## src/hdl/mad_pkg.sv

```systemverilog
`timescale 1ns / 1ps
// ----------------------------------------------------------------------------
// mad_pkg
// Shared types, sizes and codes of the motion activity detector.
// ----------------------------------------------------------------------------
package mad_pkg;

  // Ring window depth and the widths that follow from it.
  localparam int WINDOW   = 16;
  localparam int SLOT_W   = $clog2(WINDOW);
  localparam int CNT_W    = $clog2(WINDOW + 2);

  localparam int SMP_W    = 16;
  localparam int TOT_W    = SMP_W + 2;
  localparam int ACT_W    = 12;

  // Truncating divide by WINDOW*3, done as a multiply by a rounded-up
  // reciprocal that is exact for every TOT_W-bit total.
  localparam int      DIVISOR  = WINDOW * 3;
  localparam int      RECIP_L  = $clog2(DIVISOR);
  localparam int      RECIP_SH = TOT_W + RECIP_L;
  localparam int      RECIP_W  = TOT_W + 1;
  localparam longint  RECIP_LI = ((longint'(1) << RECIP_SH) + DIVISOR - 1) / DIVISOR;
  localparam logic [RECIP_W-1:0] RECIP = RECIP_W'(RECIP_LI);
  localparam int      PROD_W   = TOT_W + RECIP_W;
  localparam int      LVL_W    = PROD_W - RECIP_SH;

  localparam logic [TOT_W-1:0] LEVEL_MAX = TOT_W'((1 << ACT_W) - 1);

  // Register reset values.
  localparam logic              MODE_RST  = 1'b1;
  localparam logic [1:0]        AXIS_RST  = 2'd2;
  localparam logic [SMP_W-1:0]  THR_RST   = 16'd100;
  localparam logic [7:0]        HOLD_RST  = 8'd5;

  // One row of the gyro window: all three axes side by side.
  typedef struct packed {
    logic [SMP_W-1:0] x;
    logic [SMP_W-1:0] y;
    logic [SMP_W-1:0] z;
  } axis3_t;

  typedef enum logic [2:0] {
    REG_DETECT_MODE = 3'd0,
    REG_ACC_AXIS    = 3'd1,
    REG_ON_LOW      = 3'd2,
    REG_ON_HIGH     = 3'd3,
    REG_OFF_LOW     = 3'd4,
    REG_OFF_HIGH    = 3'd5,
    REG_GYRO_THR    = 3'd6,
    REG_OFF_HOLD    = 3'd7
  } cfg_idx_e;

  typedef enum logic [1:0] {
    AXIS_X = 2'd0,
    AXIS_Y = 2'd1,
    AXIS_Z = 2'd2
  } axis_sel_e;

  typedef enum logic [1:0] {
    EV_NONE = 2'd0,
    EV_ON   = 2'd1,
    EV_OFF  = 2'd2
  } event_e;

  typedef enum logic [4:0] {
    ST_IDLE = 5'b00001,
    ST_RUN  = 5'b00010,
    ST_SUM  = 5'b00100,
    ST_MUL  = 5'b01000,
    ST_FIN  = 5'b10000
  } state_e;

endpackage

```

## src/hdl/mad_diff_unit.sv

```systemverilog
`timescale 1ns / 1ps
// ----------------------------------------------------------------------------
// mad_diff_unit
// Shared absolute-difference accumulator, one lane for each gyro axis.
// ----------------------------------------------------------------------------
module mad_diff_unit import mad_pkg::*; (
  input  axis3_t a_i,
  input  axis3_t b_i,
  input  axis3_t acc_i,
  output axis3_t acc_o
);

  // Adds |a - b| to the running sum, modulo 2^16.
  function automatic logic [SMP_W-1:0] absdiff_add(input logic [SMP_W-1:0] a,
                                                   input logic [SMP_W-1:0] b,
                                                   input logic [SMP_W-1:0] acc);
    logic signed [SMP_W:0] diff;
    logic        [SMP_W:0] mag;
    diff = $signed({a[SMP_W-1], a}) - $signed({b[SMP_W-1], b});
    mag  = diff[SMP_W] ? (SMP_W+1)'(-diff) : diff;
    return acc + mag[SMP_W-1:0];
  endfunction

  assign acc_o.x = absdiff_add(a_i.x, b_i.x, acc_i.x);
  assign acc_o.y = absdiff_add(a_i.y, b_i.y, acc_i.y);
  assign acc_o.z = absdiff_add(a_i.z, b_i.z, acc_i.z);

endmodule

```

## src/hdl/motion_activity_detector_top.sv

```systemverilog
`timescale 1ns / 1ps
// ----------------------------------------------------------------------------
// motion_activity_detector_top
// Tracks an on/off activity flag from one IMU sample per beat, either by an
// accelerometer window test or by the ring-difference activity of the gyro.
// ----------------------------------------------------------------------------
//
//  Channel  Direction  Handshake              Payload
//  -------  ---------  ---------------------  -----------------------------------
//  in       sink       in_valid_i/in_stall_o  acc_x/y/z_i, gyro_x/y/z_i
//  out      source     out_valid_o/out_stall_i event_res_o, active_o,
//                                             activity_level_o
//  cfg      sink       cfg_valid_i/cfg_ready_o cfg_index_i, cfg_data_i
//
// A gyro beat walks the window memory through its single read port into the
// shared difference unit, then adds the three axis sums, multiplies by the
// reciprocal and decides. An accelerometer beat goes from acceptance straight
// to the decision step. One beat is in work at a time, so a new beat is taken
// only once the last one has returned to idle. Reset clears the control state
// and the per-row valid bits, so window entries that were never written read
// as zero. A stalled result only delays the return to idle.

module motion_activity_detector_top import mad_pkg::*; (
  input  logic              clk_i,
  input  logic              rst_ni,

  input  logic              in_valid_i,
  output logic              in_stall_o,
  input  logic [SMP_W-1:0]  acc_x_i,
  input  logic [SMP_W-1:0]  acc_y_i,
  input  logic [SMP_W-1:0]  acc_z_i,
  input  logic [SMP_W-1:0]  gyro_x_i,
  input  logic [SMP_W-1:0]  gyro_y_i,
  input  logic [SMP_W-1:0]  gyro_z_i,

  output logic              out_valid_o,
  input  logic              out_stall_i,
  output logic [1:0]        event_res_o,
  output logic              active_o,
  output logic [ACT_W-1:0]  activity_level_o,

  input  logic              cfg_valid_i,
  output logic              cfg_ready_o,
  input  logic [2:0]        cfg_index_i,
  input  logic [SMP_W-1:0]  cfg_data_i
);

  // --------------------------------------------------------------------------
  // Configuration registers. The port never pushes back.
  // --------------------------------------------------------------------------
  logic                     detect_mode_q;
  logic [1:0]               acc_axis_q;
  logic signed [SMP_W-1:0]  on_low_q, on_high_q, off_low_q, off_high_q;
  logic [SMP_W-1:0]         gyro_thr_q;
  logic [7:0]               off_hold_q;

  assign cfg_ready_o = 1'b1;

  always_ff @(posedge clk_i or negedge rst_ni) begin
    if (!rst_ni) begin
      detect_mode_q <= MODE_RST;
      acc_axis_q    <= AXIS_RST;
      on_low_q      <= '0;
      on_high_q     <= '0;
      off_low_q     <= '0;
      off_high_q    <= '0;
      gyro_thr_q    <= THR_RST;
      off_hold_q    <= HOLD_RST;
    end else if (cfg_valid_i) begin
      case (cfg_idx_e'(cfg_index_i))
        REG_DETECT_MODE: detect_mode_q <= cfg_data_i[0];
        REG_ACC_AXIS:    acc_axis_q    <= cfg_data_i[1:0];
        REG_ON_LOW:      on_low_q      <= cfg_data_i;
        REG_ON_HIGH:     on_high_q     <= cfg_data_i;
        REG_OFF_LOW:     off_low_q     <= cfg_data_i;
        REG_OFF_HIGH:    off_high_q    <= cfg_data_i;
        REG_GYRO_THR:    gyro_thr_q    <= cfg_data_i;
        REG_OFF_HOLD:    off_hold_q    <= cfg_data_i[7:0];
        default: ;
      endcase
    end
  end

  // --------------------------------------------------------------------------
  // Sequencer and datapath registers.
  // --------------------------------------------------------------------------
  state_e                   state_q, state_d;
  logic [CNT_W-1:0]         cnt_q, cnt_d;
  logic [SLOT_W-1:0]        slot_q, slot_d;
  logic [WINDOW-1:0]        row_vld_q;
  logic                     in_acc;
  logic                     wr_en;

  logic signed [SMP_W-1:0]  acc_smp_q, acc_smp_d;
  axis3_t                   first_q, first_d;
  axis3_t                   prev_q, prev_d;
  axis3_t                   sum_q, sum_d;
  axis3_t                   diff_a;
  axis3_t                   diff_sum;
  logic [TOT_W-1:0]         total_q, total_d;
  logic [LVL_W-1:0]         level_q, level_d;
  logic [PROD_W-1:0]        prod;

  logic                     is_active_q, is_active_d;
  logic [7:0]               quiet_q, quiet_d;

  logic                     out_valid_q, out_valid_d;
  logic [1:0]               event_q, event_d;
  logic                     active_out_q, active_out_d;
  logic [ACT_W-1:0]         level_out_q, level_out_d;

  logic                     out_free;
  event_e                   ev;

  assign in_stall_o = (state_q != ST_IDLE);
  assign in_acc     = in_valid_i && !in_stall_o;
  assign wr_en      = in_acc && detect_mode_q;
  assign out_free   = !out_valid_q || !out_stall_i;

  // --------------------------------------------------------------------------
  // Gyro window memory: one row holds all three axes. The read data is
  // registered together with the row's valid bit, so an unwritten row
  // reads as zero.
  // --------------------------------------------------------------------------
  axis3_t                   win_mem [WINDOW];
  axis3_t                   rd_row_q;
  logic                     rd_vld_q;
  axis3_t                   rd_data;
  logic [SLOT_W-1:0]        rd_addr;

  assign rd_addr = cnt_q[SLOT_W-1:0];

  always_ff @(posedge clk_i) begin
    if (wr_en) begin
      win_mem[slot_q] <= '{x: gyro_x_i, y: gyro_y_i, z: gyro_z_i};
    end
    rd_row_q <= win_mem[rd_addr];
  end

  always_ff @(posedge clk_i or negedge rst_ni) begin
    if (!rst_ni) begin
      row_vld_q <= '0;
      rd_vld_q  <= 1'b0;
    end else begin
      if (wr_en) begin
        row_vld_q[slot_q] <= 1'b1;
      end
      rd_vld_q <= row_vld_q[rd_addr];
    end
  end

  assign rd_data = rd_vld_q ? rd_row_q : '0;

  // The last step closes the ring with the first row against the last one.
  assign diff_a = (cnt_q == CNT_W'(WINDOW + 1)) ? first_q : rd_data;

  mad_diff_unit u_diff (
    .a_i   (diff_a),
    .b_i   (prev_q),
    .acc_i (sum_q),
    .acc_o (diff_sum)
  );

  assign prod = PROD_W'(total_q) * PROD_W'(RECIP);

  // --------------------------------------------------------------------------
  // Next-state logic.
  // --------------------------------------------------------------------------
  always_comb begin
    state_d      = state_q;
    cnt_d        = cnt_q;
    slot_d       = slot_q;
    acc_smp_d    = acc_smp_q;
    first_d      = first_q;
    prev_d       = prev_q;
    sum_d        = sum_q;
    total_d      = total_q;
    level_d      = level_q;
    is_active_d  = is_active_q;
    quiet_d      = quiet_q;
    out_valid_d  = out_valid_q && out_stall_i;
    event_d      = event_q;
    active_out_d = active_out_q;
    level_out_d  = level_out_q;
    ev           = EV_NONE;

    case (state_q)
      ST_IDLE: begin
        if (in_acc) begin
          cnt_d = '0;
          sum_d = '0;
          case (axis_sel_e'(acc_axis_q))
            AXIS_X:  acc_smp_d = acc_x_i;
            AXIS_Y:  acc_smp_d = acc_y_i;
            AXIS_Z:  acc_smp_d = acc_z_i;
            default: acc_smp_d = '0;
          endcase
          if (detect_mode_q) begin
            slot_d  = (slot_q == SLOT_W'(WINDOW - 1)) ? '0 : slot_q + SLOT_W'(1);
            state_d = ST_RUN;
          end else begin
            state_d = ST_FIN;
          end
        end
      end

      ST_RUN: begin
        // Row cnt-1 arrives while row cnt is being read.
        cnt_d = cnt_q + CNT_W'(1);
        if (cnt_q == CNT_W'(1)) begin
          first_d = rd_data;
          prev_d  = rd_data;
        end else if (cnt_q != '0) begin
          sum_d  = diff_sum;
          prev_d = rd_data;
        end
        if (cnt_q == CNT_W'(WINDOW + 1)) begin
          state_d = ST_SUM;
        end
      end

      ST_SUM: begin
        total_d = TOT_W'(sum_q.x) + TOT_W'(sum_q.y) + TOT_W'(sum_q.z);
        state_d = ST_MUL;
      end

      ST_MUL: begin
        level_d = prod[PROD_W-1:RECIP_SH];
        state_d = ST_FIN;
      end

      ST_FIN: begin
        if (out_free) begin
          if (detect_mode_q) begin
            if (TOT_W'(level_q) > TOT_W'(gyro_thr_q)) begin
              if (!is_active_q) begin
                is_active_d = 1'b1;
                ev          = EV_ON;
              end
              quiet_d = off_hold_q;
            end else begin
              if (is_active_q && quiet_q == '0) begin
                is_active_d = 1'b0;
                ev          = EV_OFF;
              end
              if (quiet_q != '0) begin
                quiet_d = quiet_q - 8'd1;
              end
            end
            level_out_d = (TOT_W'(level_q) > LEVEL_MAX) ? ACT_W'(LEVEL_MAX)
                                                        : ACT_W'(level_q);
          end else begin
            if (acc_smp_q > on_low_q && acc_smp_q < on_high_q && !is_active_q) begin
              is_active_d = 1'b1;
              ev          = EV_ON;
            end else if (acc_smp_q <= off_high_q && acc_smp_q >= off_low_q &&
                         is_active_q) begin
              is_active_d = 1'b0;
              ev          = EV_OFF;
            end
            level_out_d = '0;
          end
          out_valid_d  = 1'b1;
          event_d      = ev;
          active_out_d = is_active_d;
          state_d      = ST_IDLE;
        end
      end

      default: state_d = ST_IDLE;
    endcase
  end

  // --------------------------------------------------------------------------
  // Control registers.
  // --------------------------------------------------------------------------
  always_ff @(posedge clk_i or negedge rst_ni) begin
    if (!rst_ni) begin
      state_q     <= ST_IDLE;
      cnt_q       <= '0;
      slot_q      <= '0;
      is_active_q <= 1'b0;
      quiet_q     <= HOLD_RST;
      out_valid_q <= 1'b0;
    end else begin
      state_q     <= state_d;
      cnt_q       <= cnt_d;
      slot_q      <= slot_d;
      is_active_q <= is_active_d;
      quiet_q     <= quiet_d;
      out_valid_q <= out_valid_d;
    end
  end

  // Payload registers.
  always_ff @(posedge clk_i) begin
    acc_smp_q    <= acc_smp_d;
    first_q      <= first_d;
    prev_q       <= prev_d;
    sum_q        <= sum_d;
    total_q      <= total_d;
    level_q      <= level_d;
    event_q      <= event_d;
    active_out_q <= active_out_d;
    level_out_q  <= level_out_d;
  end

  assign out_valid_o      = out_valid_q;
  assign event_res_o      = event_q;
  assign active_o         = active_out_q;
  assign activity_level_o = level_out_q;

endmodule
```

## config.mk

```make
export PLATFORM = sky130hd
export DESIGN_NAME = motion_activity_detector_top
export DESIGN_NICKNAME = d
export VERILOG_FILES = /design/src/hdl/mad_pkg.sv /design/src/hdl/mad_diff_unit.sv /design/src/hdl/motion_activity_detector_top.sv
export SDC_FILE = /design/constraint.sdc
export NUM_CORES = 2
export LEC_CHECK = 0
export BUFFER_PORTS_ARGS = -buffer_cell sky130_fd_sc_hd__buf_2
export CAP_MARGIN = 0
export CORE_ASPECT_RATIO = 0.9
export CORE_MARGIN = 3
export CORE_UTILIZATION = 42
export CTS_CLUSTER_DIAMETER = 80
export DETAILED_ROUTE_END_ITERATION = 8
export GPL_TIMING_DRIVEN = 0
export SLEW_MARGIN = 10
export SYNTH_ARGS = -nofsm -noshare
export SYNTH_HDL_FRONTEND = slang
export SYNTH_SLANG_ARGS = --single-unit
```

## constraint.sdc

```tcl
create_clock -name clk_i -period 22.1 [get_ports clk_i]
set_clock_uncertainty 0.2 [all_clocks]
set_input_delay 1.105 -clock clk_i [delete_from_list [all_inputs] [get_ports clk_i]]
set_output_delay 1.105 -clock clk_i [all_outputs]
set_load 0.01 [all_outputs]
```

# == Word level (Yosys, flattened, before mapping) ==
# Memories as Yosys holds them, arrays and structs flattened. A register that Yosys moved wholly into a read port is not among the register bits.
# Index checks and enable logic that the tools add are counted.
# totals
ramBits,768
output_inout_bits,18
mem_count,1
register_bits,338
# mem_list
name,words,word_bits,rd,rd_clocked_by_memory_dff,wr,line,text
win_mem,16,48,1,1,1,motion_activity_detector_top.sv:125,axis3_t win_mem [WINDOW];
# classes
eq_ne,23
n_bitwise,1
n_addsub,14
multipliers,1
n_reduce_logical,39
magnitude_cmp,9
mux,42
# op_table
operator,n
48-bit two-way mux,7
48-bit one-hot mux with 2 select lines,1
16-bit by 16-bit subtractor with 17-bit output,3
16-bit adder,3
16-bit two-way mux,3
16-bit negator,3
16-bit one-hot mux with 3 select lines,1
"18-bit by 18-bit multiplier with 36-bit output, second input constant",1
2-bit AND reduction,13
5-bit two-way mux,5
5-bit one-hot mux with 5 select lines,1
17-bit by 16-bit adder with 18-bit output,1
16-bit by 16-bit adder with 17-bit output,1
16-bit >= comparator,1
13-bit by 16-bit > comparator with 1-bit output,1
16-bit > comparator,1
16-bit <= comparator,1
16-bit < comparator,1
8-bit two-way mux,2
16-bit bitwise OR,1
"13-bit by 12-bit > comparator with 1-bit output, second input constant",1
"3-bit equality test, second input constant",4
1-bit two-way mux,12
12-bit two-way mux,1
33 further kinds,60

# == Logic depth before layout (Yosys ltp) ==
# logic_depth
word_depth,9
ltp_mapped,35
depth_no_buf,30

# == Modules after synthesis ==
# A second synthesis with hierarchy kept.
# hier_totals
hier_cells,3677
area_unflattened_um2,56618.1
# by_module_without_submodules
mod,instances,area_each_um2,cells_per_inst,seq_area_each_um2
motion_activity_detector_top,1,51486.9,2965,33524.7
mad_diff_unit,1,5131.2,712,0.0

# == Least setup slack after synthesis ==
# No wires, ideal clock.
# synth_timing
path_kind,register to register
from,register cnt_q[1]
to,register sum_q[14] (netlist bit) (data pin)
synth_period_minus_slack_ns,7.473
setup_slack_ns,14.627
arrival_ns,7.007
t_required_ns,21.634
path_stages_with_launch,32
path_cell_list,dfrtp_1 > clkbuf_1 > clkbuf_1 > clkbuf_1 > inv_1 > ha_1 > nand2_1 > nor3_1 > clkbuf_1 > mux2_2 > ha_1 > nor2b_1 > o21ai_0 > a21boi_0 > o211ai_1 > a21oi_1 > nand2_1 > a31oi_1 > clkbuf_1 > a21oi_1 > fa_1 > a21o_1 > a21o_1 > a21o_1 > a21o_1 > a21o_1 > a211o_1 > a21o_1 > a21oi_1 > o21ai_0 > xnor2_1 > nor2_1
# synth_via
elab_chain_cells,9
# synth_rtl
item,line,text
start: declaration,motion_activity_detector_top.sv:88,"logic [CNT_W-1:0] cnt_q, cnt_d;"
start signal: assignment,motion_activity_detector_top.sv:287,cnt_q <= cnt_d;
5-bit equality test *,motion_activity_detector_top.sv:155,assign diff_a = (cnt_q == CNT_W'(WINDOW + 1)) ? first_q : rd_data;
48-bit two-way mux *,motion_activity_detector_top.sv:155,
16-bit by 16-bit subtractor with 17-bit output *,mad_diff_unit.sv:19,"diff = $signed({a[SMP_W-1], a}) - $signed({b[SMP_W-1], b});"
16-bit negator,mad_diff_unit.sv:20,mag = diff[SMP_W] ? (SMP_W+1)'(-diff) : diff;
16-bit two-way mux *,mad_diff_unit.sv:20,
16-bit adder *,mad_diff_unit.sv:21,return acc + mag[SMP_W-1:0];
48-bit two-way mux *,motion_activity_detector_top.sv:213,end else if (cnt_q != '0) begin
48-bit two-way mux *,motion_activity_detector_top.sv:210,if (cnt_q == CNT_W'(1)) begin
48-bit one-hot mux with 2 select lines *,motion_activity_detector_top.sv:187,case (state_q)
end signal: assignment,motion_activity_detector_top.sv:300,sum_q <= sum_d;
end: declaration,motion_activity_detector_top.sv:97,"axis3_t sum_q, sum_d;"
# Mark *: on every way between the ends. The rest lies on a longest branch, timed or not. The select of a mux whose other input is x is not followed.
# A chain may end at the register's enable or synchronous reset.

# == Worst setup path in the final report ==
# layout_timing
from,register cnt_q[1]
to,register sum_q[15] (netlist bit) (data pin)
# The elaborated chain is that of the path after synthesis.

==> results.py <==
metrics = {
    "outcome": {
        "status": "completed",
    },
    "timing": {
        "relSlewSlack": 0.216,
        "worst_slew_pin_slew_ns": 1.18,
        "finalCriticalPeriod_ns": 9.84,
        "fmax_mhz": 102,
        "tns_ns": 0,
        "timing.final.crit_share": 0.445,
        "rsz0062_at_grt": "no",
        "postLayoutSetupSlackWorst_ns": 12.26,
        "slew_violations": 0,
        "final-hold-violation-count": 0,
        "finalSetupViolCount": 0,
    },
    "floorplanning": {
        "io-pin-count": 138,
        "die_area_um2": 139000,
        "coreArea_um2": 132000,
        "die_y_um": 353,
        "fp.dieW_um": 392,
        "row_count": 126,
        "initial_core_util": 0.426,
    },
    "placed_design": {
        "post_dp_cell_area_um2": 60400,
        "dpl_worst_slack_ns": 12.11,
        "gp_congestion": 0.832,
        "port-buffer-count": 132,
        "hpwl_um": 91800,
    },
    "finish": {
        "most-common-layout-cells": "edfxtp_1, inv_1, ha_1",
        "area_growth_pct": 14.2,
        "fin_area_um2": 64300,
        "final_common_cell": "edfxtp_1",
        "drive_gt1_frac": 0.193,
        "nets": 4602,
    },
    "detailed_routing": {
        "via_per_inst": 5.27,
        "first_iter_violations": 2234,
        "dr_total_vias": 30700,
        "wl_per_cell_um": 21.8,
        "drt-total-wl_um": 127000,
        "drt_pass1_iterations": 5,
        "antenna_left": 0,
        "drc": 0,
    },
    "critical_path": {
        "timing.rr.start": "cnt_q[1]",
        "cp.depth": 32,
        "reg2reg_depth": 32,
        "path_delay_family": "compound AO/OA/AOI/OAI gates",
        "crit_top_cell": "clkbuf_1",
        "cp_slowest_cell": "clkbuf_1",
        "cp_slowest_stage_delay_ns": 0.77,
        "critPathLaunchType": "register",
        "crit_type": "register to register",
        "crit_arrival_ns": 10.22,
        "path_buf_inv": 6,
        "r2r-end": "sum_q[15]",
        "crit_required_ns": 22.48,
        "cp_max_fo": 10,
        "crit_path_end_kind": "register",
        "rrSetupSlack_ns": 12.26,
    },
    "synth": {
        "ys_types": 77,
        "avgSynthCellArea_um2": 15.4,
        "synthFlopType": "edfxtp_1",
        "synth_edf_count": 974,
        "ys_warn_count": 0,
        "syn_nets": 4281,
        "ys_ff_latch": 1154,
        "seq_area_frac_synth": 0.595,
        "synthArstFlopShare": 0.114,
        "synthCells": 3670,
        "syn-cell-area_um2": 56300,
    },
    "clock_network": {
        "cts_tree": "yes",
        "post_cts_resized": 0,
        "path_clk_slew_ns": 0.06,
        "insertion_delay_ns": 0.75,
        "clkSinkCount": 1154,
        "cts_buffers": 116,
        "cts_setup_buffers": 0,
        "htree_levels": 3,
        "cts_buffer_depth": 3,
        "root_buffer": "clkbuf_16",
    },
    "pwr": {
        "p_leak_nw": 24.2,
        "peakVddDrop_mv": 0.0823,
        "power_density_nw_per_um2": 131,
    },
    "hold_path": {
        "hold_depth": 1,
        "holdPathEnd": "row_vld_q[3]",
        "min-delay-start": "row_vld_q[3]",
        "min_path_type": "register to register",
    },
    "run": {
        "drv_cap": 0,
    },
    "global_routing": {
        "antenna_found_initial": 14,
        "first_global_vias": 31200,
        "grt_overflow": 0,
        "grt_pass1_wl_um": 194000,
        "grt_max_degree": 107,
        "grtUsageTotal": 0.186,
    },
}
-- flip-flops by register name (all words and copies together) (netlist names), 4 cells and up --
register	flops
state_q	5
gyro_thr_q	16
acc_smp_q	16
activity_level_o	12
row_vld_q	16
on_high_q	16
sum_q	48
cnt_q	5
on_low_q	16
level_q	13
win_mem	768
off_hold_q	8
total_q	18
off_low_q	16
rd_row_q	48
first_q	48
quiet_q	8
slot_q	4
off_high_q	16
prev_q	48
-- metal layers --
| metal | global-route usage | share of wire | up-vias |
|---|---|---|---|
| met5 | 0 | 0.00027 | - |
| met4 | 0.0412 | 0.020 | 6 |
| met3 | 0.0376 | 0.052 | 172 |
| met2 | 0.296 | 0.47 | 617 |
| met1 | 0.265 | 0.45 | 15600 |
| li1 | - | - | 14300 |
-- power breakdown --
group	internal (mW)	switching [mW]	leakage [nW]	total (mW)
combinational	1.68	1.97	11.5	3.65
sequential	2.66	0.144	10.8	2.80
clock	1.12	0.846	1.87	1.96
total	5.45	2.96	24.2	8.41
-- cell type report --
cell class | instances | area [um^2]
plain buffers | 105 | 402
flip-flops and latches | 1154 | 33500
fillers | 11300 | 67800
repair buffers | 203 | 1820
multi-input cells | 2018 | 21100
diodes | 7 | 17.5
clock buffers | 166 | 3280
well taps | 1728 | 2160
clock inverters | 54 | 572
inverters | 393 | 1480
-- cell usage after synthesis (all sizes together), types with 12 or more instances --
| cell | count | share of area |
|---|---|---|
| inv | 393 | 0.026 |
| mux2i | 25 | 0.0044 |
| buf | 25 | 0.0017 |
| mux4 | 245 | 0.098 |
| ha | 357 | 0.079 |
| or3 | 13 | 0.0014 |
| clkbuf | 80 | 0.0053 |
| nand3 | 29 | 0.0026 |
| nor2 | 168 | 0.011 |
| fa | 134 | 0.048 |
| and2 | 63 | 0.0070 |
| dfxtp | 48 | 0.017 |
| nor2b | 29 | 0.0032 |
| edfxtp | 974 | 0.52 |
| o21bai | 12 | 0.0016 |
| nand4 | 24 | 0.0027 |
| o21ai | 124 | 0.011 |
| o211ai | 16 | 0.0022 |
| or2 | 24 | 0.0027 |
| a21oi | 99 | 0.0088 |
| xor2 | 42 | 0.0065 |
| mux2 | 104 | 0.021 |
| and3 | 13 | 0.0014 |
| a21o | 56 | 0.0075 |
| nand2 | 130 | 0.0087 |
| nor3 | 52 | 0.0048 |
| dfrtp | 122 | 0.054 |
| xnor2 | 91 | 0.014 |
| nand2b | 14 | 0.0016 |
| o21a | 30 | 0.0040 |
-- timing repair --
action,in CTS,in global routing
endpoints found under the hold margin,9,0
endpoints found under the setup margin,0,0
hold buffers,1,0
-- through the flow --
step                std cells   util  power [mW]  hold slack [ns]
floorplan                3670      -        5.61            0.234
global placement         5530  0.448        6.44            0.247
detailed placement       5599  0.457        6.51            0.253
CTS                      5820  0.487        8.51            0.267
global route             5821  0.487        9.07            0.289
finish                   5828  0.487        8.41            0.265
-- cells by family (layout without fill, tap and decap cells) --
family | count (synthesis) | in the layout | share of synthesized area
simple gates | 595 | 595 | 0.0523
mux | 374 | 374 | 0.123
flops | 1154 | 1154 | 0.595
xor+xnor | 136 | 136 | 0.0219
buf+inv | 498 | 921 | 0.0332
compound gates | 421 | 421 | 0.0474
other cells | 1 | 8 | 0.0000666
fa+ha+maj | 491 | 491 | 0.127
-- how the worst max path moves through the flow --
stage | from | endpoint | slack (ns)
2_1_floorplan | cnt_q[1] | sum_q[14] | 14.63
3_3_place_gp | in_valid_i | row_vld_q[3] | 10.82
3_5_place_dp | cnt_q[1] | sum_q[15] | 12.11
4_1_cts | cnt_q[1] | sum_q[15] | 12.14
5_1_grt | cnt_q[1] | sum_q[15] | 11.54
6_report | cnt_q[1] | sum_q[15] | 12.26
Power figures use the tool's default switching activity.
